--- config.mk ---
export PLATFORM = sky130hd
export DESIGN_NAME = gddc_ctrl
export DESIGN_NICKNAME = d
export VERILOG_FILES = /design/src/sv/gddc_pkg.sv /design/src/sv/gddc_ctrl.sv
export SDC_FILE = /design/constraint.sdc
export NUM_CORES = 1
export LEC_CHECK = 0
export ABC_AREA = 1
export BUFFER_PORTS_ARGS = -buffer_cell sky130_fd_sc_hd__buf_2
export CORE_ASPECT_RATIO = 1.1
export CORE_UTILIZATION = 40
export CTS_BUF_LIST = sky130_fd_sc_hd__clkbuf_4 sky130_fd_sc_hd__clkbuf_8
export DETAILED_ROUTE_END_ITERATION = 6
export GPL_ROUTABILITY_DRIVEN = 0
export PLACE_DENSITY_LB_ADDON = 0.05
export SYNTH_ARGS = -nofsm -noshare
export SYNTH_HDL_FRONTEND = slang
export SYNTH_SLANG_ARGS = --single-unit
--- constraint.sdc ---
create_clock -name clk -period 3.83 [get_ports clk]
set_input_delay 0.766 -clock clk [delete_from_list [all_inputs] [get_ports clk]]
set_output_delay 0.766 -clock clk [all_outputs]
set_load 0.1 [all_outputs]
--- src/sv/gddc_pkg.sv ---
`default_nettype none
package gddc_pkg;

	localparam int MAP_SIZE      = 32;
	localparam int SCREEN_WIDTH  = 640;
	localparam int SCREEN_HEIGHT = 480;
	localparam int TEX_SIZE      = 64;

	localparam int MAP_W     = $clog2(MAP_SIZE);
	localparam int MAP_DEPTH = MAP_SIZE * MAP_SIZE;
	localparam int ADDR_W    = 2 * MAP_W;
	localparam int MAX_STEPS = 2 * MAP_SIZE;
	localparam int STEP_W    = $clog2(MAX_STEPS + 1);
	localparam int CELL_W    = MAP_W + 3;
	localparam int TEX_W     = $clog2(TEX_SIZE);
	localparam int HALF_H    = SCREEN_HEIGHT / 2;

	localparam int NUM_W  = 33;
	localparam int DEN_W  = 40;
	localparam int DIST_W = 40;
	localparam int DCNT_W = 6;

	// camera offset column * 2^17 / SCREEN_WIDTH by a rounded-up reciprocal;
	// the extra 2*log2(width) bits keep the floor exact for every column
	localparam int     CAM_SH    = 2 * $clog2(SCREEN_WIDTH);
	localparam longint CAM_RECIP =
		((longint'(1) << (CAM_SH + 17)) + SCREEN_WIDTH - 1) / SCREEN_WIDTH;
	localparam int     RECIP_W   = $clog2(CAM_RECIP + 1);
	localparam int     CAM_P_W   = RECIP_W + 10;

	localparam logic [21:0] Q22_MAX = 22'h3FFFFF;

	localparam logic OPC_WRITE = 1'b1;

	localparam logic [2:0] REG_POS_X   = 3'd0;
	localparam logic [2:0] REG_POS_Y   = 3'd1;
	localparam logic [2:0] REG_DIR_X   = 3'd2;
	localparam logic [2:0] REG_DIR_Y   = 3'd3;
	localparam logic [2:0] REG_PLANE_X = 3'd4;
	localparam logic [2:0] REG_PLANE_Y = 3'd5;

	localparam logic [4:0] OP_NONE     = 5'd0;
	localparam logic [4:0] OP_CLEAR    = 5'd1;
	localparam logic [4:0] OP_WRITE    = 5'd2;
	localparam logic [4:0] OP_CAM      = 5'd4;
	localparam logic [4:0] OP_RAY      = 5'd5;
	localparam logic [4:0] OP_DIV_DDX  = 5'd6;
	localparam logic [4:0] OP_TAKE_DDX = 5'd7;
	localparam logic [4:0] OP_DIV_DDY  = 5'd8;
	localparam logic [4:0] OP_TAKE_DDY = 5'd9;
	localparam logic [4:0] OP_INIT     = 5'd10;
	localparam logic [4:0] OP_STEP     = 5'd11;
	localparam logic [4:0] OP_LH_SAT   = 5'd12;
	localparam logic [4:0] OP_DIV_LH   = 5'd13;
	localparam logic [4:0] OP_TAKE_LH  = 5'd14;
	localparam logic [4:0] OP_POST     = 5'd15;
	localparam logic [4:0] OP_STP_SAT  = 5'd16;
	localparam logic [4:0] OP_DIV_STP  = 5'd17;
	localparam logic [4:0] OP_TAKE_STP = 5'd18;
	localparam logic [4:0] OP_START    = 5'd19;
	localparam logic [4:0] OP_FIN_HIT  = 5'd20;
	localparam logic [4:0] OP_FIN_MISS = 5'd21;

	typedef struct packed {
		logic [4:0] op;
	} cmd_t;

	typedef struct packed {
		logic div_busy;
		logic zero_ray;
		logic rdx_zero;
		logic rdy_zero;
		logic hit;
		logic steps_done;
		logic perp_zero;
		logic lh_zero;
		logic clr_last;
	} sts_t;

endpackage
`default_nettype wire

--- src/sv/gddc_ctrl.sv ---
`default_nettype none
module gddc_ctrl (
	input  wire              clk,
	input  wire              arst_n,
	input  wire              in_valid,
	output logic             in_ready,
	input  wire              opcode,
	input  wire [9:0]        column,
	output logic             out_valid,
	input  wire              out_ready,
	output gddc_pkg::cmd_t   cmd,
	input  gddc_pkg::sts_t   sts
);
	import gddc_pkg::*;

	localparam logic [4:0] S_CLR      = 5'd0;
	localparam logic [4:0] S_IDLE     = 5'd1;
	localparam logic [4:0] S_RAY      = 5'd3;
	localparam logic [4:0] S_DDX_GO   = 5'd4;
	localparam logic [4:0] S_DDX_W    = 5'd5;
	localparam logic [4:0] S_DDY_GO   = 5'd6;
	localparam logic [4:0] S_DDY_W    = 5'd7;
	localparam logic [4:0] S_INIT     = 5'd8;
	localparam logic [4:0] S_STEP     = 5'd9;
	localparam logic [4:0] S_WCHK     = 5'd10;
	localparam logic [4:0] S_LH_GO    = 5'd11;
	localparam logic [4:0] S_LH_W     = 5'd12;
	localparam logic [4:0] S_POST     = 5'd13;
	localparam logic [4:0] S_STP_GO   = 5'd14;
	localparam logic [4:0] S_STP_W    = 5'd15;
	localparam logic [4:0] S_START    = 5'd16;
	localparam logic [4:0] S_FIN      = 5'd17;
	localparam logic [4:0] S_FIN_MISS = 5'd18;

	logic [4:0] state_q, state_n;
	logic       ov_q;
	logic       out_free;
	logic       fin;

	assign in_ready  = state_q == S_IDLE;
	assign out_valid = ov_q;
	assign out_free  = !ov_q || out_ready;

	always_comb begin
		state_n = state_q;
		cmd.op  = OP_NONE;
		case (state_q)
			S_CLR: begin
				cmd.op = OP_CLEAR;
				if (sts.clr_last) state_n = S_IDLE;
			end
			S_IDLE: begin
				if (in_valid) begin
					if (opcode == OPC_WRITE) begin
						cmd.op = OP_WRITE;
					end else if (32'(column) < SCREEN_WIDTH) begin
						cmd.op  = OP_CAM;
						state_n = S_RAY;
					end
				end
			end
			S_RAY: begin
				cmd.op  = OP_RAY;
				state_n = S_DDX_GO;
			end
			S_DDX_GO: begin
				if (sts.zero_ray) begin
					state_n = S_FIN_MISS;
				end else if (sts.rdx_zero) begin
					state_n = S_DDY_GO;
				end else begin
					cmd.op  = OP_DIV_DDX;
					state_n = S_DDX_W;
				end
			end
			S_DDX_W: begin
				if (!sts.div_busy) begin
					cmd.op  = OP_TAKE_DDX;
					state_n = S_DDY_GO;
				end
			end
			S_DDY_GO: begin
				if (sts.rdy_zero) begin
					state_n = S_INIT;
				end else begin
					cmd.op  = OP_DIV_DDY;
					state_n = S_DDY_W;
				end
			end
			S_DDY_W: begin
				if (!sts.div_busy) begin
					cmd.op  = OP_TAKE_DDY;
					state_n = S_INIT;
				end
			end
			S_INIT: begin
				cmd.op  = OP_INIT;
				state_n = S_STEP;
			end
			S_STEP: begin
				cmd.op  = OP_STEP;
				state_n = S_WCHK;
			end
			S_WCHK: begin
				if (sts.hit) state_n = S_LH_GO;
				else if (sts.steps_done) state_n = S_FIN_MISS;
				else state_n = S_STEP;
			end
			S_LH_GO: begin
				if (sts.perp_zero) begin
					cmd.op  = OP_LH_SAT;
					state_n = S_POST;
				end else begin
					cmd.op  = OP_DIV_LH;
					state_n = S_LH_W;
				end
			end
			S_LH_W: begin
				if (!sts.div_busy) begin
					cmd.op  = OP_TAKE_LH;
					state_n = S_POST;
				end
			end
			S_POST: begin
				cmd.op  = OP_POST;
				state_n = S_STP_GO;
			end
			S_STP_GO: begin
				if (sts.lh_zero) begin
					cmd.op  = OP_STP_SAT;
					state_n = S_START;
				end else begin
					cmd.op  = OP_DIV_STP;
					state_n = S_STP_W;
				end
			end
			S_STP_W: begin
				if (!sts.div_busy) begin
					cmd.op  = OP_TAKE_STP;
					state_n = S_START;
				end
			end
			S_START: begin
				cmd.op  = OP_START;
				state_n = S_FIN;
			end
			S_FIN: begin
				if (out_free) begin
					cmd.op  = OP_FIN_HIT;
					state_n = S_IDLE;
				end
			end
			S_FIN_MISS: begin
				if (out_free) begin
					cmd.op  = OP_FIN_MISS;
					state_n = S_IDLE;
				end
			end
			default: state_n = S_IDLE;
		endcase
	end

	assign fin = (cmd.op == OP_FIN_HIT) || (cmd.op == OP_FIN_MISS);

	always_ff @(posedge clk or negedge arst_n) begin
		if (!arst_n) begin
			state_q <= S_CLR;
			ov_q    <= 1'b0;
		end else begin
			state_q <= state_n;
			if (fin) ov_q <= 1'b1;
			else if (out_ready) ov_q <= 1'b0;
		end
	end
endmodule
`default_nettype wire

==> results of run 1 <==
## sequential cells by signal (all words and copies together), names as in the netlist
| name | count |
|---|---|
| state_q | 5 |
| out_valid | 1 |
## metal layers
metal | vias up | track usage [%] | part of all wire, %
met5 | - | 0 | 0
met3 | 0 | 4.95 | 3.8
li1 | 567 | - | -
met2 | 31 | 41.7 | 50
met1 | 499 | 33.5 | 46
met4 | 0 | 1.96 | 0
## worst max-delay path, delay by kind of cell (launching register included)
family / cells / cell delay, ns
AO/OA/AOI/OAI: 2 / 0.34
buffers and inverters: 1 / 0.45
flip-flops: 1 / 0.49
AND/OR/NAND/NOR: 3 / 0.60
## Yosys cell counts (all sizes together)
cell type	count
nor3	2
o21ai	6
nand3b	2
nand4	3
a31oi	1
dfrtp	6
o211ai	1
o2111ai	1
a211oi	1
buf	1
inv	30
o21bai	1
nand2	45
a21oi	4
nor2	38
or2	1
nand3	21
## through the flow
step / power (mW) / hold WS, ns
6_report: 0.873 / 0.341
5_1_grt: 0.949 / 0.336
4_1_cts: 0.874 / 0.340
3_5_place_dp: 0.814 / 0.594
3_3_place_gp: 0.811 / 0.591
2_1_floorplan: 0.695 / 0.470
## cells by family (layout without fill, tap and decap cells)
logic type | after synthesis | count (layout)
flip-flops | 6 | 6
AO/OA/AOI/OAI | 15 | 15
AND/OR/NAND/NOR | 112 | 112
buffers and inverters | 31 | 56
## area by class of cell
class | count | share of cell area, %
Inverter | 30 | 10.9
Sequential cell | 6 | 14.5
Clock buffer | 3 | 2.18
Timing Repair Buffer | 23 | 11.1
Multi-Input combinational cell | 127 | 57.9
Tap cell | 28 | 3.39
## worst max-delay path by stage
stage	from	end	slack [ns]
final	state_q[1]	cmd[2]	0.95
after floorplan	state_q[1]	cmd[2]	0.48
after CTS	state_q[1]	cmd[2]	0.97
after global placement	sts[6]	cmd[2]	1.07
after global routing	state_q[0]	cmd[1]	0.76
after detailed placement	sts[6]	cmd[2]	1.07
## cell usage in the layout (no fill, tap or decap), types with 2 or more instances in the layout
| cell | instances |
|---|---|
| nand3b_1 | 2 |
| dfrtp_1 | 6 |
| a21oi_1 | 4 |
| nor2_1 | 32 |
| nand3_1 | 20 |
| nor3_1 | 2 |
| nor2_2 | 5 |
| nand2_1 | 43 |
| nand2_2 | 2 |
| buf_2 | 23 |
| nand4_1 | 3 |
| inv_1 | 25 |
| o21ai_0 | 5 |
| inv_2 | 5 |
| clkbuf_4 | 3 |
## power by group through the flow
stage / Clock [mW] / Sequential (mW) / Combinational, mW
6_report: 0.0562 / 0.124 / 0.692
3_5_place_dp: 0 / 0.124 / 0.691
3_3_place_gp: 0 / 0.123 / 0.688
5_1_grt: 0.0623 / 0.128 / 0.758
4_1_cts: 0.0577 / 0.123 / 0.693
2_1_floorplan: 0 / 0.127 / 0.568
==> results.md, run 1 <==
* Unique masters post-synth at 23
* Arrival time at the worst endpoint at ~2.1 ns
* Initial drt markers at 30
* Fmax at 347 MHz
* Critical path capture point type: output port
* Vias in the first global route at 1,021
* CP max stage delay at 0.49 ns
* Clock transition at path regs at 0.04 ns
* Wire per inst at 11.3 microns
* PortBufs at 23
* Antenna violations before repair at 0
* Core Util, Final at ~51%
* Post-route ant nets at 0
* Clock H-tree levels at 1
* RSZ-0062 raised after global routing: no
* Main combinational cell family by area after synthesis: simple AND/OR/NAND/NOR gates
* Clock skew at 0.000599 ns
* Final worst slack at 0.950 ns
* Post-synthesis adder-cell area fraction at 0%
* Antenna cells at 0
* CP Launch Type: flip-flop
* Combinational share of power at between 70 and 80%
* Largest net degree at the start of global routing at 12
* Number of I/O pins at 31
* Synth Area in Compound Gates at 11.1%
* Synth top area cells: nand2_1 (19%), dfrtp_1 (17%), nor2_1 (14%)
* Area share of the largest cell type after synthesis at 18.6%
* Cts repair resizes at 0
* Global-route wire length before repair at 4350 microns
* Die height at roughly 50 microns
* Post-synthesis xor/xnor area fraction at 0%
* Cell Area, Placed at 1010 sq um
* CTS tree: yes
* CTS buffer count at 3
* Synth Warn # at 0
* Seq cells post-synth at 6
* Initial Utilization at 42.9%
* Worst rel slew slack at 67.8%
* Worst path cell trace: nor2_2 > nand3_1 > o21ai_0 > nor2_1 > o2111ai_2 > buf_2
* Psw at 0.600 mW
* Proportion of layout cells with a drive suffix above 1 at between 20% and 30%
* Post-detailed-route DRC marker count at 0
* Worst R2R Setup Slack at 2.22 ns
* Worst R2R Path Depth at 10
* Synth area leader: nand2_1
* CTS Buffer Depth at 2
* Mapped Cells at 164
* Synthesized Nets at 188
* Sw Ratio at between 60% and 70%
* Mux share of post-synthesis cell area at 0%
* CP Data Required Time at 3.06 ns
* Setup CP Type: reg -> out
* Placed Instances at 214
* Max-cap violations at 0
* Max-slew violations at 0
* Area of the multi-input gates at 599 sq um
* Via count at 1,097
* Clk pwr share at 6.4%
* Pwr/cell area at 843 nW/um^2
* Finish-stage setup viols at 0
* Avg Cell Area, Syn at 5.29 sq um
* Fin cells at 217
* Drt via density at 5.06
* Worst path slowest cell: dfrtp_1
* CTS Root Cell: clkbuf_4
* Die W at 46.4 microns
* HPWL after DPL at 2090 microns
* Min Tclk post-route at 2.88 ns
* Final hold vios at 0
* Sequential-to-total area share from yosys stat at between 10% and 20%
* Nets at 215
* Clock sink count at 6
* Mapped cell area at 867 sq um
* Part of the cycle the worst path needs at 75.2%
* Routed wire length at 2450 microns
* Worst-margin pin slew at between 0.4 and 0.5 ns
* Drt first pass iters at 4
* Post-Synth Simple-Gate Area at between 50% and 60%
* Die footprint at 2360 sq um
* Post-CTS Repair Setup Buffers at 0
* Status: completed
* Internal power at 0.272 mW
* Reg2reg start: state_q[1]
* Min-delay worst type: in -> async
* Pre-CTS setup slack at 1.07 ns
* Row cnt at 17
* GRT Total Usage at between 20 and 25%
* GR Overflow Total at 0
* Seq pwr share at 14.2%
* Max Fanout on Critical Path at 7
* Worst R2R End: state_q[0]
* Fillcell total at 232
* Later-pin clock latency in the skew report at around 0.24 ns
* Synthesis-to-layout area growth at 19.3%
* Fin area at 1030 sq um
* Leakage power at 0.644 nW
* CTS hold repair buffers at 0
* Setup TNS at 0 ns
* Peak VDD IR at ~0.48 mV
* Sequential cell area at 150 sq um
* Core footprint at 2020 sq um
Note: power is estimated with default switching activity, not from simulation.
==> run 2, diff against run 1 <==
==> constraint.sdc (replaced) <==
create_clock -name clk -period 2.68 [get_ports clk]
set_input_delay 0.536 -clock clk [delete_from_list [all_inputs] [get_ports clk]]
set_output_delay 0.536 -clock clk [all_outputs]
set_load 0.1 [all_outputs]
==> run 2 against run 1 <==
Net effect:
- register-to-register slack worse by 1.2 ns
- critical path type unchanged
- first-iteration DRC count up 70%
- flip-flop and latch count unchanged
- largest cell class unchanged
- worst setup slack worse by 0.75 ns
- utilization up 3.0 points
- sequential power up 40%
- global-route usage down 0.30 points
- non-clock buffer count up 1
- die area unchanged
- combinational power up 58%
- critical endpoint is now cmd[3]
- final cell count up 0.92%
==> results.md, run 2 (synthesized netlist as in run 1, its figures left out) <==
* CTS buffer count at 3 (unchanged)
* Largest net degree at the start of global routing at 12 (unchanged)
* Global-route wire length before repair at 4170 microns (-4.0%)
* HPWL after DPL at 2090 microns (-0.14%)
* Row cnt at 17 (unchanged)
* Antenna cells at 0 (unchanged)
* Worst R2R End: state_q[0]
* GR Overflow Total at 0 (unchanged)
* Reg2reg start: state_q[4]
* RSZ-0062 raised after global routing: no
* CTS Root Cell: clkbuf_4
* Max FFs per register at 5 (unchanged)
* Antenna violations before repair at 0 (unchanged)
* Placed Instances at 215 (+0.47%)
* Max-slew violations at 0 (unchanged)
* Worst R2R Path Depth at 10 (unchanged)
* Total power at 1.37 mW (+57%)
* Finish-stage setup viols at 0 (unchanged)
* Drt first pass iters at 4 (unchanged)
* Later-pin clock latency in the skew report at 0.25 ns (about the same)
* Die W at 46.4 microns (unchanged)
* Pwr/cell area at 1250 nW/um^2 (+48%)
* Peak VDD IR at 0.644 mV (+35%)
* Clock sink count at 6 (unchanged)
* Post-CTS Repair Setup Buffers at 0 (unchanged)
* CTS tree: yes
* Clock transition at path regs at 0.05 ns (about the same)
* Die footprint at 2360 sq um (unchanged)
* Number of I/O pins at 31 (unchanged)
* Part of the cycle the worst path needs at roughly 93%
* Leakage power at 0.658 nW (+2.1%)
* Cell Area, Placed at 1050 sq um (+4.0%)
* Worst hold margin at 0.0962 ns (-0.244 ns)
* Initial Utilization at 42.9% (unchanged)
* GRT Total Usage at 24.6% (-0.30 points)
* Fin area at 1090 sq um (+5.8%)
* Worst path slowest cell: dfrtp_1
* Critical path capture point type: output port
* CTS Buffer Depth at 2 (unchanged)
* Most frequent cells in the layout: nand2_1 (43), nor2_1 (32), inv_1 (25), nand3_1 (20), buf_2 (19)
* Cts repair resizes at 0 (unchanged)
* Proportion of layout cells with a drive suffix above 1 at 24.6% (+1.3 points)
* Vias in the first global route at 1,022 (+0.098%)
* Post-detailed-route DRC marker count at 0 (unchanged)
* CP max stage delay at 0.48 ns (about the same)
* Fmax at about 400 MHz
* Die height at 50.8 microns (unchanged)
* Clock skew at 0.00585 ns (+0.00525 ns)
* Post-route ant nets at 0 (unchanged)
* CP Data Required Time at 2.14 ns (-0.92 ns)
* Clock H-tree levels at 1 (unchanged)
* Biggest register: state_q
* Fin cells at 219 (+0.92%)
* CTS hold repair buffers at 0 (unchanged)
* Min-delay worst type: in -> async
* Nets at 216 (+0.47%)
* Setup CP Type: reg -> out
* Max Fanout on Critical Path at 7 (unchanged)
* Core footprint at 2020 sq um (unchanged)
* Most frequent standard cell in the layout excluding fill and tap cells: nand2_1
* Worst path cell trace: nor2_4 > nand3_2 > o21ai_0 > nor2_1 > nand4_1 > clkbuf_4
* Worst-margin pin slew at 0.482 ns (-0.00409 ns)
* Drt via density at 5.13 (+1.4%)
* Initial drt markers at 51 (+70%)
* Min Tclk post-route at roughly 2.5 ns
* Wire per inst at 11.4 microns (+1.1%)
* Synthesis-to-layout area growth at 26.3%
* Worst R2R Setup Slack at 1.03 ns (-1.19 ns)
* PortBufs at 23 (unchanged)
* Max-cap violations at 0 (unchanged)
* Routed wire length at 2500 microns (+2.0%)
* Status: completed
* Setup TNS at 0 ns (unchanged)
* CP Launch Type: flip-flop
* Arrival time at the worst endpoint at 1.95 ns (-0.16 ns)
* Final hold vios at 0 (unchanged)
* Via count at 1,123 (+2.4%)
* Worst rel slew slack at 68.1% (+0.27 points)
## run 2: cell types whose count changed in the layout (fill, tap and decap cells not counted), sizes merged
| cell | before | now |
|---|---|---|
| clkbuf | 3 | 7 |
| buf | 23 | 21 |
## run 2: worst max path at each step
stage,start,slack [ns],endpoint,cells past startpoint
6_report,state_q[0],0.20,cmd[3],6
5_1_grt,state_q[0],0.06,cmd[3],6
4_1_cts,state_q[0],0.06,cmd[3],6
2_1_floorplan,state_q[1],0.07,cmd[1],5
3_3_place_gp,state_q[0],0.31,cmd[1],6
3_5_place_dp,state_q[0],0.33,cmd[3],6
## run 2: metrics by stage
| stage | setup WS (ns) | utilization (%) |
|---|---|---|
| 2_1_floorplan | 0.0677 | - |
| 3_3_place_gp | 0.315 | 52.1 |
| 3_5_place_dp | 0.326 | 52.1 |
| 4_1_cts | 0.0560 | 53.6 |
| 5_1_grt | 0.0588 | 54.2 |
| 6_report | 0.197 | 54.2 |
## run 2: area by class of cell
class                   count  area (sq um)
repair buffers             24           145
multi-input cells         127           621
well taps                  28          35.0
inverters                  30           113
flip-flops and latches      6           151
fillers                   233           926
clock buffers               4          30.0
## run 2: where the power goes
group / internal, mW / leakage, nW / switching (mW)
registers: 0.121 / 0.0770 / 0.0514
clock network: 0.0667 / 0.0184 / 0.0352
logic: 0.287 / 0.562 / 0.806
total: 0.474 / 0.658 / 0.893
## run 2: critical path, delay by kind of cell (launching register included)
| family | cells | cell delay (ns) |
|---|---|---|
| compound gates | 1 | 0.28 |
| buf+inv | 1 | 0.33 |
| flops | 1 | 0.48 |
| simple gates | 4 | 0.61 |
## run 2: layer usage
layer	track usage (%)	vias up	wire (microns)
met5	0	-	0
met4	4.90	0	19
met3	7.42	5	176
met2	39.8	47	1180
met1	31.5	500	1120
li1	-	571	-
==> run 3, diff against run 2 <==
--- a/config.mk
+++ b/config.mk
@@ -5,8 +5,7 @@
 export SDC_FILE = /design/constraint.sdc
 export NUM_CORES = 1
 export LEC_CHECK = 0
-export ABC_AREA = 1
-export BUFFER_PORTS_ARGS = -buffer_cell sky130_fd_sc_hd__buf_2
+export BUFFER_PORTS_ARGS = -buffer_cell sky130_fd_sc_hd__buf_4
 export CORE_ASPECT_RATIO = 1.1
 export CORE_UTILIZATION = 40
 export CTS_BUF_LIST = sky130_fd_sc_hd__clkbuf_4 sky130_fd_sc_hd__clkbuf_8
==> run 3 against run 2 <==
Net effect:
- global-route usage up 0.083 points
- die area up 7.5%
- clock power down 22%
- via count decreased by 2.3%
- routed wire length up 13%
- synthesized cell count is 22% lower
- utilization rose by 0.48 points
- register-to-register slack worse by 0.51 ns
- combinational power rose by 8%
- critical path type unchanged
==> results.md, run 3 <==
* Synth top area cells: dfrtp_1 (16%), nand2_1 (6.8%), buf_6 (6.0%)
* Pre-CTS setup slack at 0.313 ns (-0.0131 ns)
* Fmax at 386 MHz (-4.1%)
* Part of the cycle the worst path needs at 96.6% (+3.9 points)
* CTS buffer count at 3 (unchanged)
* Antenna violations before repair at 0 (unchanged)
* Clock transition at path regs at 0.05 ns (about the same)
* CTS Root Cell: clkbuf_4
* Wire per inst at 15.4 microns (+35%)
* Antenna cells at 0 (unchanged)
* Sequential-to-total area share from yosys stat at 16.1% (-1.3 points)
* Seq cells post-synth at 6 (unchanged)
* CTS tree: yes
* Vias in the first global route at 919 (-10%)
* Reg2reg start: state_q[2]
* Max-cap violations at 0 (unchanged)
* CP Launch Type: flip-flop
* Initial drt markers at 46 (-9.8%)
* Biggest register: state_q
* Status: completed
* Mapped Cells at 128 (-22%)
* Critical path capture point type: output port
* Post-CTS Repair Setup Buffers at 0 (unchanged)
* Drt via density at 5.99 (+17%)
* Core footprint at 2230 sq um (+10%)
* Worst setup startpoint: state_q[0]
* Final hold vios at 0 (unchanged)
* Avg Cell Area, Syn at 7.30 sq um (+38%)
* Global-route wire length before repair at 4340 microns (+4.0%)
* Largest net degree at the start of global routing at 18 (+6)
* Number of I/O pins at 31 (unchanged)
* Area share of the largest cell type after synthesis at 16.1% (-2.6 points)
* GRT Total Usage at 24.7% (+0.083 points)
* Die footprint at 2530 sq um (+7.5%)
* Max-slew violations at 0 (unchanged)
* Synth area leader: dfrtp_1
* Row cnt at 18 (+1)
* Die height at 52.7 microns (+3.7%)
* HPWL after DPL at 2200 microns (+5.6%)
* Clock skew at 0.00667 ns (+0.000829 ns)
* Worst-margin pin slew at 0.350 ns (-0.132 ns)
* Clock sink count at 6 (unchanged)
* Worst rel slew slack at 76.5% (+8.4 points)
* Most common cell in the synthesized netlist: nand2_1
* Min Tclk post-route at 2.59 ns (+0.105 ns)
* Drt first pass iters at 4 (unchanged)
* Pwr/cell area at 1160 nW/um^2 (-7.4%)
* Arrival time at the worst endpoint at 2.05 ns (+0.10 ns)
* Initial Utilization at 41.9% (-0.99 points)
* GR Overflow Total at 0 (unchanged)
* Most frequent standard cell in the layout excluding fill and tap cells: buf_4
* Worst path slowest cell: or4_1
* EDFF count, synth at 0 (unchanged)
* Top_reg_cell synth: dfrtp_1
* Most frequent cells in the layout: buf_4 (30), nand2_1 (17), nor2_1 (11)
* Nets at 179 (-17%)
* Synth Warn # at 0 (unchanged)
* Proportion of layout cells with a drive suffix above 1 at 32.0% (+7.4 points)
* RSZ-0062 raised after global routing: no
* Post-route ant nets at 0 (unchanged)
* Die W at 48.1 microns (+3.7%)
* Most frequent CP cell: buf_4
* CP Data Required Time at 2.14 ns (about the same)
* Post-detailed-route DRC marker count at 0 (unchanged)
* Setup CP Type: reg -> out
* Synthesized Nets at 152 (-19%)
* Mapped cell area at 935 sq um (+7.8%)
* Clock H-tree levels at 1 (unchanged)
* Max Fanout on Critical Path at 13 (+6)
* Finish-stage setup viols at 0 (unchanged)
* Later-pin clock latency in the skew report at 0.24 ns (about the same)
* Routed wire length at 2820 microns (+13%)
* Core Util, Final at 54.7% (+0.48 points)
* Peak VDD IR at 0.871 mV (+35%)
* PortBufs at 23 (unchanged)
* Worst path cell trace: buf_4 > nor3_1 > a21oi_1 > or4_1 > o311ai_2 > buf_4
* Synthesis-to-layout area growth at 30.4%
* CP max stage delay at 0.50 ns (+0.02 ns)
* Min-delay worst type: in -> async
* Max FFs per register at 5 (unchanged)
* Unique masters post-synth at 46 (+100%)
* Most frequent cells after synthesis: nand2_1 (17), nor2_1 (11), nor3_1 (7)
* Final worst slack at 0.0917 ns (-0.105 ns)
* Leakage power at 0.514 nW (-22%)
* Asr flop ratio synth at 100% (unchanged)
* CTS Buffer Depth at 2 (unchanged)
* Via count at 1,097 (-2.3%)
==> run 3: through the flow <==
step	total power [mW]	cells	hold slack (ns)	setup TNS (ns)	instance area [sq um]
5_1_grt	1.50	183	0.0790	0	1220
4_1_cts	1.40	183	0.0860	0	1210
3_5_place_dp	1.31	180	0.346	0	1190
3_3_place_gp	1.31	180	0.341	0	1190
2_1_floorplan	1.09	128	0.240	-0.0487	993
6_report	1.41	183	0.0897	0	1220
==> run 3: metal layers <==
metal  GRT usage (%)  wire length [microns]
met1            35.1                   1250
met2            38.1                   1350
met3            4.14                    199
met4            5.56                     22
met5               0                      0
==> run 3: cell type report <==
class	count	area (sq um)
tap	30	37.5
clock buffer	3	22.5
multi-input combinational	108	753
inverter	5	18.8
fill	214	1010
timing repair buffer	31	236
sequential	6	150
==> run 3: kinds of logic after synthesis <==
logic type / Yosys count / synth area share, %
DFF: 6 / 16.1
muxes: 2 / 2.28
and+or+nand+nor: 70 / 43.8
buffers and inverters: 14 / 9.64
AOI/OAI and AO/OA: 35 / 27.3
xor gates and xnor gates: 1 / 0.937
==> run 3: worst max-delay path: cells and delay by family, from the launching register on <==
kind | cells | cell delay, ns
AO/OA/AOI/OAI | 2 | 0.16
buffers and inverters | 2 | 0.53
flip-flops | 1 | 0.40
AND/OR/NAND/NOR | 2 | 0.73
==> run 3: what timing repair did <==
item,in CTS,in global routing
hold buffers,0,0
endpoints found under the setup margin,0,1
hold endpoints to repair,0,0
gates resized for setup,0,1
==> run 3: power breakdown <==
| part | switching [mW] | leakage, nW | total, mW | internal (mW) |
|---|---|---|---|---|
| Clock | 0.0294 | 0.0138 | 0.0799 | 0.0504 |
| Sequential | 0.0298 | 0.0791 | 0.146 | 0.116 |
| Combinational | 0.788 | 0.421 | 1.18 | 0.397 |
==> run 3: path summary, 6_finish.rpt <==
check	to	slack [ns]	depth (start not counted)
max in group asynchronous	out_valid	2.47	1
worst max-delay path	cmd[1]	0.09	6
min in group clk	state_q[3]	0.61	3
worst min-delay path	state_q[1]	0.09	1
worst min register to register	out_valid	0.62	2
worst max register to register	state_q[0]	0.52	5
